<file path="config.mk">
export PLATFORM = sky130hd
export DESIGN_NAME = multichannel_compare_timer
export DESIGN_NICKNAME = d
export VERILOG_FILES = /design/src/hdl/mct_pkg.sv /design/src/hdl/mct_channel.sv /design/src/hdl/multichannel_compare_timer.sv
export SDC_FILE = /design/constraint.sdc
export NUM_CORES = 2
export LEC_CHECK = 0
export ABC_CLOCK_PERIOD_IN_PS = 13490
export BUFFER_PORTS_ARGS = -buffer_cell sky130_fd_sc_hd__buf_2
export CAP_MARGIN = 20
export CELL_PAD_IN_SITES_DETAIL_PLACEMENT = 0
export CELL_PAD_IN_SITES_GLOBAL_PLACEMENT = 1
export CORE_MARGIN = 4
export CORE_UTILIZATION = 37
export CTS_BUF_LIST = sky130_fd_sc_hd__clkbuf_8
export CTS_CLUSTER_SIZE = 8
export DETAILED_ROUTE_END_ITERATION = 6
export PLACE_DENSITY_LB_ADDON = 0.1
export REMOVE_ABC_BUFFERS = 1
export SYNTH_ARGS = -nofsm -noshare
export SYNTH_HDL_FRONTEND = slang
export SYNTH_HIERARCHICAL = 1
export SYNTH_SLANG_ARGS = --single-unit
</file>
<file path="constraint.sdc">
create_clock -name clock -period 13.49 [get_ports clock]
set_clock_uncertainty 0.2 [all_clocks]
set_input_delay 0 -clock clock [delete_from_list [all_inputs] [get_ports clock]]
set_output_delay 0 -clock clock [all_outputs]
set_load 0.01 [all_outputs]
</file>
<file path="src/hdl/mct_pkg.sv">
package mct_pkg;

   localparam int NUM_SLOTS   = 4;
   localparam int SLOT_W      = 2;
   localparam int WORD_W      = 32;
   localparam int TYPE_W      = 2;
   localparam int INDEX_W     = 4;

   localparam int REQ_TDATA_W = 72;
   localparam int REQ_TUSER_W = TYPE_W;
   localparam int RSP_TDATA_W = 40;
   localparam int RSP_PAD_W   = RSP_TDATA_W - WORD_W - 1;

   localparam logic [TYPE_W-1:0] REQ_READ  = 2'd0;
   localparam logic [TYPE_W-1:0] REQ_WRITE = 2'd1;
   localparam logic [TYPE_W-1:0] REQ_TICK  = 2'd2;

   localparam logic [INDEX_W-1:0] IDX_CONTROL  = 4'd0;
   localparam logic [INDEX_W-1:0] IDX_STATUS   = 4'd1;
   localparam logic [INDEX_W-1:0] IDX_COUNTER0 = 4'd2;
   localparam logic [INDEX_W-1:0] IDX_COMPARE0 = 4'd6;
   localparam logic [INDEX_W-1:0] IDX_SLOTS    = 4'd4;

   localparam int CTL_PRESCALE_LSB = 4;
   localparam int CTL_IRQ_CMP_LSB  = 12;
   localparam int CTL_CLEAR_LSB    = 16;
   localparam int CTL_IRQ_OVF_LSB  = 20;
   localparam int STS_OVF_LSB      = 4;

   localparam logic [1:0] PRESCALE_1  = 2'b00;
   localparam logic [1:0] PRESCALE_4  = 2'b01;
   localparam logic [1:0] PRESCALE_8  = 2'b10;
   localparam logic [1:0] PRESCALE_12 = 2'b11;

   typedef struct packed {
      logic       enable;
      logic [1:0] prescale;
      logic       compare_irq_en;
      logic       clear_on_compare;
      logic       overflow_irq_en;
   } chan_ctl_type;

   typedef struct packed {
      logic set_compare;
      logic set_overflow;
      logic irq;
   } chan_event_type;

endpackage

</file>
<file path="src/hdl/mct_channel.sv">
module mct_channel
   import mct_pkg::*;
(
   input  logic [WORD_W-1:0] tick_count,
   input  chan_ctl_type      ctl,
   input  logic [WORD_W-1:0] counter,
   input  logic [WORD_W-1:0] compare,
   input  logic              compare_flag,
   input  logic              overflow_flag,
   output logic [WORD_W-1:0] counter_next,
   output chan_event_type    events
);

   logic [WORD_W-1:0] inc;
   logic [WORD_W:0]   sum;
   logic              hit;
   logic              wrap;

   // prescale multiply as shift-add
   always_comb begin
      unique case (ctl.prescale)
         PRESCALE_1:  inc = tick_count;
         PRESCALE_4:  inc = tick_count << 2;
         PRESCALE_8:  inc = tick_count << 3;
         PRESCALE_12: inc = (tick_count << 3) + (tick_count << 2);
         default:     inc = tick_count;
      endcase
   end

   assign sum  = {1'b0, counter} + {1'b0, inc};
   assign hit  = (counter < compare) && (sum[WORD_W-1:0] >= compare);
   assign wrap = sum[WORD_W];

   always_comb begin
      counter_next        = counter;
      events.set_compare  = 1'b0;
      events.set_overflow = 1'b0;
      events.irq          = 1'b0;
      if (ctl.enable) begin
         counter_next = sum[WORD_W-1:0];
         if (hit && !compare_flag) begin
            events.set_compare = 1'b1;
            if (ctl.compare_irq_en) begin
               events.irq = 1'b1;
            end
            if (ctl.clear_on_compare) begin
               counter_next = '0;
            end
         end
         if (wrap && !overflow_flag) begin
            events.set_overflow = 1'b1;
            if (ctl.overflow_irq_en) begin
               events.irq = 1'b1;
            end
         end
      end
   end

endmodule

</file>
<file path="src/hdl/multichannel_compare_timer.sv">
// multichannel compare timer
// req channel: one transfer per register read, register write or tick.
//   req_tuser carries the request type (0 read, 1 write, 2 tick, 3 ignored).
// rsp channel: exactly one transfer per request, in request order, carrying
//   the read data (zero unless a word read hits a register) and the irq flag
//   (set only when a tick raised the timer interrupt).
// path: an accepted request is held in the request register, then computed
//   into the response register, whose valid output presents the response.
// throughput: one request per cycle while the response is not stalled; the
//   register file and all channel adders update as a request moves from the
//   request register into the response register.
// stall: while rsp_tready is low the response holds and one more request is
//   taken into the request register; req_tready then drops until the
//   response transfer completes.
// reset: synchronous, clears both registers' valid bits and all timer state
//   (control, status, counters, compares) to zero.
module multichannel_compare_timer
   import mct_pkg::*;
#(
   parameter int CHANNELS = 4
) (
   input  logic                   clock,
   input  logic                   reset,
   input  logic                   req_tvalid,
   output logic                   req_tready,
   // reg_index[3:0], word_access[4], write_data[36:5], tick_count[68:37], zeros
   input  logic [REQ_TDATA_W-1:0] req_tdata,
   // req_type[1:0]
   input  logic [REQ_TUSER_W-1:0] req_tuser,
   output logic                   rsp_tvalid,
   input  logic                   rsp_tready,
   // read_data[31:0], irq_raise[32], zeros
   output logic [RSP_TDATA_W-1:0] rsp_tdata
);

   logic                in_valid_ff, in_valid_in;
   logic [TYPE_W-1:0]   in_type_ff, in_type_in;
   logic [INDEX_W-1:0]  in_index_ff, in_index_in;
   logic                in_word_ff, in_word_in;
   logic [WORD_W-1:0]   in_wdata_ff, in_wdata_in;
   logic [WORD_W-1:0]   in_count_ff, in_count_in;

   logic                out_valid_ff, out_valid_in;
   logic [WORD_W-1:0]   rdata_ff, rdata_in;
   logic                irq_ff, irq_in;

   logic [WORD_W-1:0]   control_ff, control_in;
   logic [WORD_W-1:0]   status_ff, status_in;
   logic [WORD_W-1:0]   counter_ff [NUM_SLOTS];
   logic [WORD_W-1:0]   counter_in [NUM_SLOTS];
   logic [WORD_W-1:0]   compare_ff [NUM_SLOTS];
   logic [WORD_W-1:0]   compare_in [NUM_SLOTS];

   chan_ctl_type        slot_ctl [NUM_SLOTS];
   chan_event_type      slot_event [NUM_SLOTS];
   logic [WORD_W-1:0]   slot_next [NUM_SLOTS];

   logic                req_transfer;
   logic                fire;
   logic [INDEX_W-1:0]  counter_off;
   logic [INDEX_W-1:0]  compare_off;
   logic [WORD_W-1:0]   read_value;

   assign fire         = in_valid_ff && (!out_valid_ff || rsp_tready);
   assign req_tready   = !in_valid_ff || fire;
   assign req_transfer = req_tvalid && req_tready;

   genvar g;
   generate
      for (g = 0; g < NUM_SLOTS; g++) begin : gen_slot
         assign slot_ctl[g].enable           = (g < CHANNELS) ? control_ff[g] : 1'b0;
         assign slot_ctl[g].prescale         = control_ff[CTL_PRESCALE_LSB + 2*g +: 2];
         assign slot_ctl[g].compare_irq_en   = control_ff[CTL_IRQ_CMP_LSB + g];
         assign slot_ctl[g].clear_on_compare = control_ff[CTL_CLEAR_LSB + g];
         assign slot_ctl[g].overflow_irq_en  = control_ff[CTL_IRQ_OVF_LSB + g];

         mct_channel u_channel (
            .tick_count    (in_count_ff),
            .ctl           (slot_ctl[g]),
            .counter       (counter_ff[g]),
            .compare       (compare_ff[g]),
            .compare_flag  (status_ff[g]),
            .overflow_flag (status_ff[STS_OVF_LSB + g]),
            .counter_next  (slot_next[g]),
            .events        (slot_event[g])
         );
      end
   endgenerate

   assign counter_off = in_index_ff - IDX_COUNTER0;
   assign compare_off = in_index_ff - IDX_COMPARE0;

   always_comb begin
      priority if (in_index_ff == IDX_CONTROL) begin
         read_value = control_ff;
      end else if (in_index_ff == IDX_STATUS) begin
         read_value = status_ff;
      end else if (in_index_ff >= IDX_COUNTER0 && in_index_ff < IDX_COUNTER0 + IDX_SLOTS) begin
         read_value = counter_ff[counter_off[SLOT_W-1:0]];
      end else if (in_index_ff >= IDX_COMPARE0 && in_index_ff < IDX_COMPARE0 + IDX_SLOTS) begin
         read_value = compare_ff[compare_off[SLOT_W-1:0]];
      end else begin
         read_value = '0;
      end
   end

   // request register
   always_comb begin
      in_type_in  = in_type_ff;
      in_index_in = in_index_ff;
      in_word_in  = in_word_ff;
      in_wdata_in = in_wdata_ff;
      in_count_in = in_count_ff;
      if (req_transfer) begin
         in_valid_in = 1'b1;
         in_type_in  = req_tuser[TYPE_W-1:0];
         in_index_in = req_tdata[3:0];
         in_word_in  = req_tdata[4];
         in_wdata_in = req_tdata[36:5];
         in_count_in = req_tdata[68:37];
      end else if (fire) begin
         in_valid_in = 1'b0;
      end else begin
         in_valid_in = in_valid_ff;
      end
   end

   // register file, channel updates and response register
   always_comb begin
      control_in = control_ff;
      status_in  = status_ff;
      counter_in = counter_ff;
      compare_in = compare_ff;
      rdata_in   = rdata_ff;
      irq_in     = irq_ff;
      if (fire) begin
         out_valid_in = 1'b1;
         rdata_in     = '0;
         irq_in       = 1'b0;
         unique case (in_type_ff)
            REQ_READ: begin
               if (in_word_ff) begin
                  rdata_in = read_value;
               end
            end
            REQ_WRITE: begin
               if (in_word_ff) begin
                  priority if (in_index_ff == IDX_CONTROL) begin
                     control_in = in_wdata_ff;
                  end else if (in_index_ff == IDX_STATUS) begin
                     status_in = in_wdata_ff;
                  end else if (in_index_ff >= IDX_COMPARE0
                               && in_index_ff < IDX_COMPARE0 + IDX_SLOTS) begin
                     compare_in[compare_off[SLOT_W-1:0]] = in_wdata_ff;
                  end else begin
                     control_in = control_ff;
                  end
               end
            end
            REQ_TICK: begin
               for (int i = 0; i < NUM_SLOTS; i++) begin
                  counter_in[i] = slot_next[i];
                  if (slot_event[i].set_compare) begin
                     status_in[i] = 1'b1;
                  end
                  if (slot_event[i].set_overflow) begin
                     status_in[STS_OVF_LSB + i] = 1'b1;
                  end
                  if (slot_event[i].irq) begin
                     irq_in = 1'b1;
                  end
               end
            end
            default: begin
               rdata_in = '0;
            end
         endcase
      end else if (rsp_tready) begin
         out_valid_in = 1'b0;
      end else begin
         out_valid_in = out_valid_ff;
      end
   end

   always_ff @(posedge clock) begin
      if (reset) begin
         in_valid_ff  <= 1'b0;
         out_valid_ff <= 1'b0;
         control_ff   <= '0;
         status_ff    <= '0;
         for (int i = 0; i < NUM_SLOTS; i++) begin
            counter_ff[i] <= '0;
            compare_ff[i] <= '0;
         end
      end else begin
         in_valid_ff  <= in_valid_in;
         out_valid_ff <= out_valid_in;
         control_ff   <= control_in;
         status_ff    <= status_in;
         counter_ff   <= counter_in;
         compare_ff   <= compare_in;
      end
      in_type_ff  <= in_type_in;
      in_index_ff <= in_index_in;
      in_word_ff  <= in_word_in;
      in_wdata_ff <= in_wdata_in;
      in_count_ff <= in_count_in;
      rdata_ff    <= rdata_in;
      irq_ff      <= irq_in;
   end

   assign rsp_tvalid = out_valid_ff;
   assign rsp_tdata  = {{RSP_PAD_W{1'b0}}, irq_ff, rdata_ff};

endmodule

</file>
### Yosys cells after proc, flatten, opt, wreduce, memory -nomap -nowiden

Cells that the tools add are included.

* logic and storage cells: 202
* register bits after elaboration: 426
* output and inout port bits: 42
* bits of input ports: 78

* mux-type cells: 69
* reductions and logical operators: 54
* $lt $le $gt $ge: 15
* eq/ne operators: 26
* bitwise logic cells: 4
* $add $sub $neg: 7

Operators with widths (number)
* 32-bit two-way mux: 17
* 32-bit one-hot mux with 4 select lines: 4
* 32-bit by 32-bit adder with 33-bit output: 4
* 32-bit binary-select mux with 2-bit select: 2
* 128-bit bitwise mux: 1
* 32-bit greater-or-equal comparator: 4
* 32-bit less-than comparator: 4
* 32-bit demux with 2-bit select: 1
* 6-bit AND reduction: 9
* 32-bit adder: 1
* 1-bit two-way mux: 32
* 8-bit two-way mux: 3
* 2-bit == test (second input constant): 9
* 1-bit logical AND: 17
* 2-bit by 1-bit inequality test with 1-bit output (second input constant): 8
* 8-bit one-hot mux with 2 select lines: 1
* 3-bit two-way mux: 4
* 3-bit AND reduction: 4
* 2-bit by 1-bit == test with 1-bit output (second input constant): 5
* 1-bit logical NOT: 10
* 2-bit logical NOT: 5
* 2-bit two-way mux: 4
* 3-bit greater-or-equal comparator (second input constant): 2
* 2-bit inequality test (second input constant): 3
* 15 further kinds: 21

### Logic depth before layout (Yosys ltp)

* depth after elaboration: 14
* mapped depth: 33
* gate-level depth less buffers: 32

### Hierarchy

Netlist, hierarchy kept.

Modules (own cells, without submodules)
* multichannel_compare_timer: times used 1, seq. area each 9569.2 um^2, cells each 1762, area an instance 17703.2 um^2
* mct_channel (gen_slot[1].u_channel ...): times used 2, seq. area each 0.0 um^2, cells each 690, area an instance 5592.9 um^2
* mct_channel (gen_slot[0].u_channel): times used 1, seq. area each 0.0 um^2, cells each 710, area an instance 5704.2 um^2
* mct_channel (gen_slot[3].u_channel): times used 1, seq. area each 0.0 um^2, cells each 717, area an instance 5666.7 um^2

### Worst setup path after synthesis

No wires, ideal clock.

* path kind: register to register
* start: reg in_count_ff[1]
* end: reg status_ff[3]
* setup time: 0.070 ns
* cell stages (with the launch flop): 29
* buffers on the path: 0
* clock period less this slack: 7.116 ns
* setup slack: 6.374 ns
* arrival time: 6.846 ns
* data required time: 13.220 ns
* cells stage by stage: edfxtp_1 > ha_1 > fa_1 > a211oi_1 > o21bai_1 > a31oi_2 > o21ai_1 > a21o_1 > a21oi_1 > xnor2_1 > mux4_2 > ha_1 > and2_1 > and3_1 > a221o_1 > a31o_2 > o31ai_1 > nand2_1 > xor2_1 > ha_1 > nand4_1 > nor4_1 > nor4b_1 > a21oi_1 > a211oi_1 > and2_1 > a21oi_1 > or4_1 > a21oi_1

RTL lines
* start, declared: line multichannel_compare_timer.sv:41 `logic [WORD_W-1:0] in_count_ff, in_count_in;`
* start signal, assigned: line multichannel_compare_timer.sv:207 `in_count_ff <= in_count_in;`
* end signal, assigned: line multichannel_compare_timer.sv:199 `status_ff <= status_in;`
* end, declared: line multichannel_compare_timer.sv:48 `logic [WORD_W-1:0] status_ff, status_in;`

==> impl_metrics.csv <==
group,metric,value,unit
run_status,status,"completed",
clock_tree,clockBufferDepth,3,
timing,slew_headroom,0.271,
place,place_ws,4590,ps
setup_path,critPathKind,"register to register",
synth,async_flop_share,0,
die,floorplan.rows,120,
die,start_util,0.374,
timing,fin_crit,9020,ps
job,drv_cap,0,
setup_path,timing.rr.start,"in_count_ff[1]",
die,fp.dieArea,114000,sq um
die,die_w,338,um
clock_tree,numCtsBuffers,87,
route,wl,155,mm
clock_tree,cts_htree_levels,3,
setup_path,rr_endpoint,"status_ff[3]",
synth,synth_top_area_cell,"dfxtp_1",
global_routing,overflow,0,
timing,timing.final.crit_share,0.668,
power,power_leakage,18.9,nW
die,io_pins,120,
timing,timing.fmax,111,MHz
hold_path,holdCritStartpoint,"reset",
route,routed_via_density,5.86,
setup_path,startpoint_type,"register",
place,port_buffers,109,
timing,timing.final.ws_setup,4470,ps
power,peakVddDrop,0.0685,mV
timing,final-max-slew-violation-count,0,
layout,seqCellArea,9580,sq um
layout,multi_input_area,28900,sq um
clock_tree,cts_root_buf,"clkbuf_8",
timing,rsz0062_at_grt,"no",
layout,syn2layout_area_growth,12.3,%
setup_path,crit_fanout,24,
die,coreArea,108000,sq um
setup_path,cp-endpoint,"status_ff[3]",
power,powerDensity,75.3,nW/um^2
timing,setup-tns-final,0,ps
setup_path,cp_common_cell,"a21oi_1",
synth,synth_top_area_frac,0.160,
layout,layout.nets,5322,
synth,synth_top_cells_by_area,"dfxtp_1 16%, ha_1 16%, mux4_2 9.1%",
global_routing,grt_pass1_wl,228,mm
synth,netlist_instances,4569,
place,dpl-instance-area,42000,sq um
route,wl_per_cell,24.9,um
timing,timing.hold.ws,47.0,ps
setup_path,r2r_slack,4470,ps
route,ant_nets,0,
layout,fill_cells,10800,
synth,avgSynthCellArea,8.81,sq um
setup_path,cp_slowest_cell,"edfxtp_1",
synth,synth-edff-count,104,
clock_tree,post_cts_buffers,0,
setup_path,crit_path_max_incr_delay,800,ps
setup_path,ff2ff_path_depth,29,
clock_tree,cts_sinks,426,
global_routing,grtUsageTotal,0.266,
synth,ys.warnings.count,6,
global_routing,grt_pass1_vias,34900,
synth,seq_area_frac_synth,0.238,
setup_path,cp-end-kind,"register",
global_routing,grt_max_degree,126,
timing,worst_slew_pin_slew,1080,ps
hold_path,hold_path.class,"primary input to register",
synth,syn-cell-area,40300,sq um
global_routing,antenna_found_initial,14,
clock_tree,cts_tree,"built",
timing,hold_violations,0,
die,fp.dieH,338,um
synth,ys_ff_latch,426,
synth,synth_cell_types,103,
clock_tree,clkTransAtPathRegs,60,ps
timing,setup_viol,0,
layout,final_cell_area,45200,sq um
place,dp_hpwl,116,mm
setup_path,arrival,9480,ps
layout,final_layout_size_suffix_gt1_frac,0.124,
route,drc,0,
setup_path,critPathLaunch,"in_count_ff[1]",
synth,synth-main-ff-cell,"dfxtp_1",
clock_tree,clkLatencyLatePin,780,ps
setup_path,critPathRequiredTime,13960,ps
route,vias,36400,
route,dr.pass1.iters,5,
place,gp_congestion,0.913,
route,drtIter0Drc,3189,
==> metal layers <==
metal | wire (um) | share of wire | global-route usage
met1 | 75400 | 0.49 | 0.391
met2 | 66900 | 0.43 | 0.409
met3 | 8910 | 0.058 | 0.0414
met4 | 3430 | 0.022 | 0.0599
met5 | 25 | 0.00016 | 0
==> kinds of logic (layout without fill, tap and decap cells) <==
| kind of cell | Yosys count | count (layout) | share of synthesized area |
|---|---|---|---|
| buf+inv | 457 | 680 | 0.0467 |
| mux | 359 | 359 | 0.140 |
| fa+ha+maj | 508 | 508 | 0.159 |
| flops | 426 | 426 | 0.238 |
| xor+xnor | 223 | 223 | 0.0487 |
| other cells | 1 | 9 | 0.0000931 |
| compound gates | 1388 | 1388 | 0.226 |
| simple gates | 1207 | 1207 | 0.141 |
==> critical path, delay by kind of cell, from the launching register on <==
kind                     cells  cell delay [ps]
adder cells (fa/ha/maj)      4             1560
AND/OR/NAND/NOR              5             1520
multiplexers                 1              560
flip-flops                   1              800
AO/OA/AOI/OAI               17             4010
XOR/XNOR                     2              250
==> sequential cells by signal, indices dropped and copies added, names as in the netlist, 2 cells and up <==
register,flops
rdata_ff,32
status_ff,32
counter_ff,128
in_index_ff,4
in_wdata_ff,32
compare_ff,128
in_count_ff,32
control_ff,32
in_type_ff,2
==> cell type report <==
cell class / count / area share
Timing Repair Buffer: 314 / 0.0553
Multi-Input combinational cell: 3692 / 0.639
Tap cell: 1403 / 0.0388
Antenna cell: 2 / 0.000111
Inverter: 215 / 0.0179
Clock buffer: 103 / 0.0313
Sequential cell: 426 / 0.212
Clock inverter: 48 / 0.00611
==> what timing repair did <==
action / CTS / global route
hold buffers: 151 / 0
hold endpoints to repair: 273 / 0
gates resized for setup: 0 / 0
==> cells in the final DEF, fill, tap and decap left out, drive strengths merged, types with 13 or more instances in the layout <==
| cell type | Yosys | routed |
|---|---|---|
| o211ai | 36 | 36 |
| a211oi | 33 | 33 |
| or3 | 13 | 13 |
| xnor2 | 151 | 151 |
| and2 | 26 | 26 |
| nand3 | 134 | 134 |
| o22ai | 16 | 16 |
| ha | 500 | 500 |
| a21oi | 498 | 498 |
| nand4 | 60 | 60 |
| o2bb2ai | 29 | 29 |
| xor2 | 72 | 72 |
| a31o | 68 | 68 |
| inv | 215 | 253 |
| or4 | 13 | 13 |
| a31oi | 47 | 47 |
| nor3 | 37 | 37 |
| nor2 | 135 | 135 |
| nand2 | 580 | 580 |
| nand2b | 42 | 42 |
| clkbuf | 171 | 103 |
| a21o | 213 | 213 |
| dlygate4sd3 | 0 | 151 |
| mux4 | 162 | 162 |
| o21ai | 215 | 215 |
| edfxtp | 104 | 104 |
| a22o | 26 | 26 |
| buf | 71 | 163 |
| mux2i | 174 | 174 |
| o21bai | 42 | 42 |
| a22oi | 19 | 19 |
| mux2 | 23 | 23 |
| and3 | 34 | 34 |
| o31ai | 19 | 19 |
| o21a | 29 | 29 |
| nor2b | 96 | 96 |
| dfxtp | 322 | 322 |
==> cell usage after synthesis, drive strengths merged, types with 16 or more instances <==
cell type	instances
o22ai	16
o21bai	42
xor2	72
and2	26
and3	34
a211oi	33
o21ai	215
a31oi	47
dfxtp	322
inv	215
a22o	26
nor3	37
a21oi	498
edfxtp	104
mux4	162
nor2b	96
clkbuf	171
ha	500
nand2b	42
o31ai	19
nand3	134
a31o	68
mux2	23
nand4	60
mux2i	174
xnor2	151
o21a	29
nor2	135
a22oi	19
o2bb2ai	29
nand2	580
o211ai	36
buf	71
a21o	213
==> worst min-delay path by stage <==
stage          cells past startpoint  slack (ps)         endpoint
6_report                           3          50  counter_ff[102]
5_1_grt                            3          50    counter_ff[1]
4_1_cts                            3           9   counter_ff[64]
3_5_place_dp                       1         -20  in_count_ff[10]
3_3_place_gp                       1         -20  in_count_ff[30]
2_1_floorplan                      1        -130    control_ff[0]
==> stage by stage <==
step,util,std cells,power [mW]
4_1_cts,0.420,6200,3.44
6_report,0.421,6203,3.40
2_1_floorplan,-,4333,1.82
5_1_grt,0.421,6203,3.57
3_3_place_gp,0.391,5898,2.02
3_5_place_dp,0.391,5898,2.02
==> where the power goes <==
part | leakage [nW] | switching, mW | internal (mW) | total, mW
combinational | 14.3 | 0.396 | 0.275 | 0.671
sequential | 3.61 | 0.0372 | 1.33 | 1.37
clock | 0.999 | 0.667 | 0.701 | 1.37
Power figures use the tool's default switching activity.
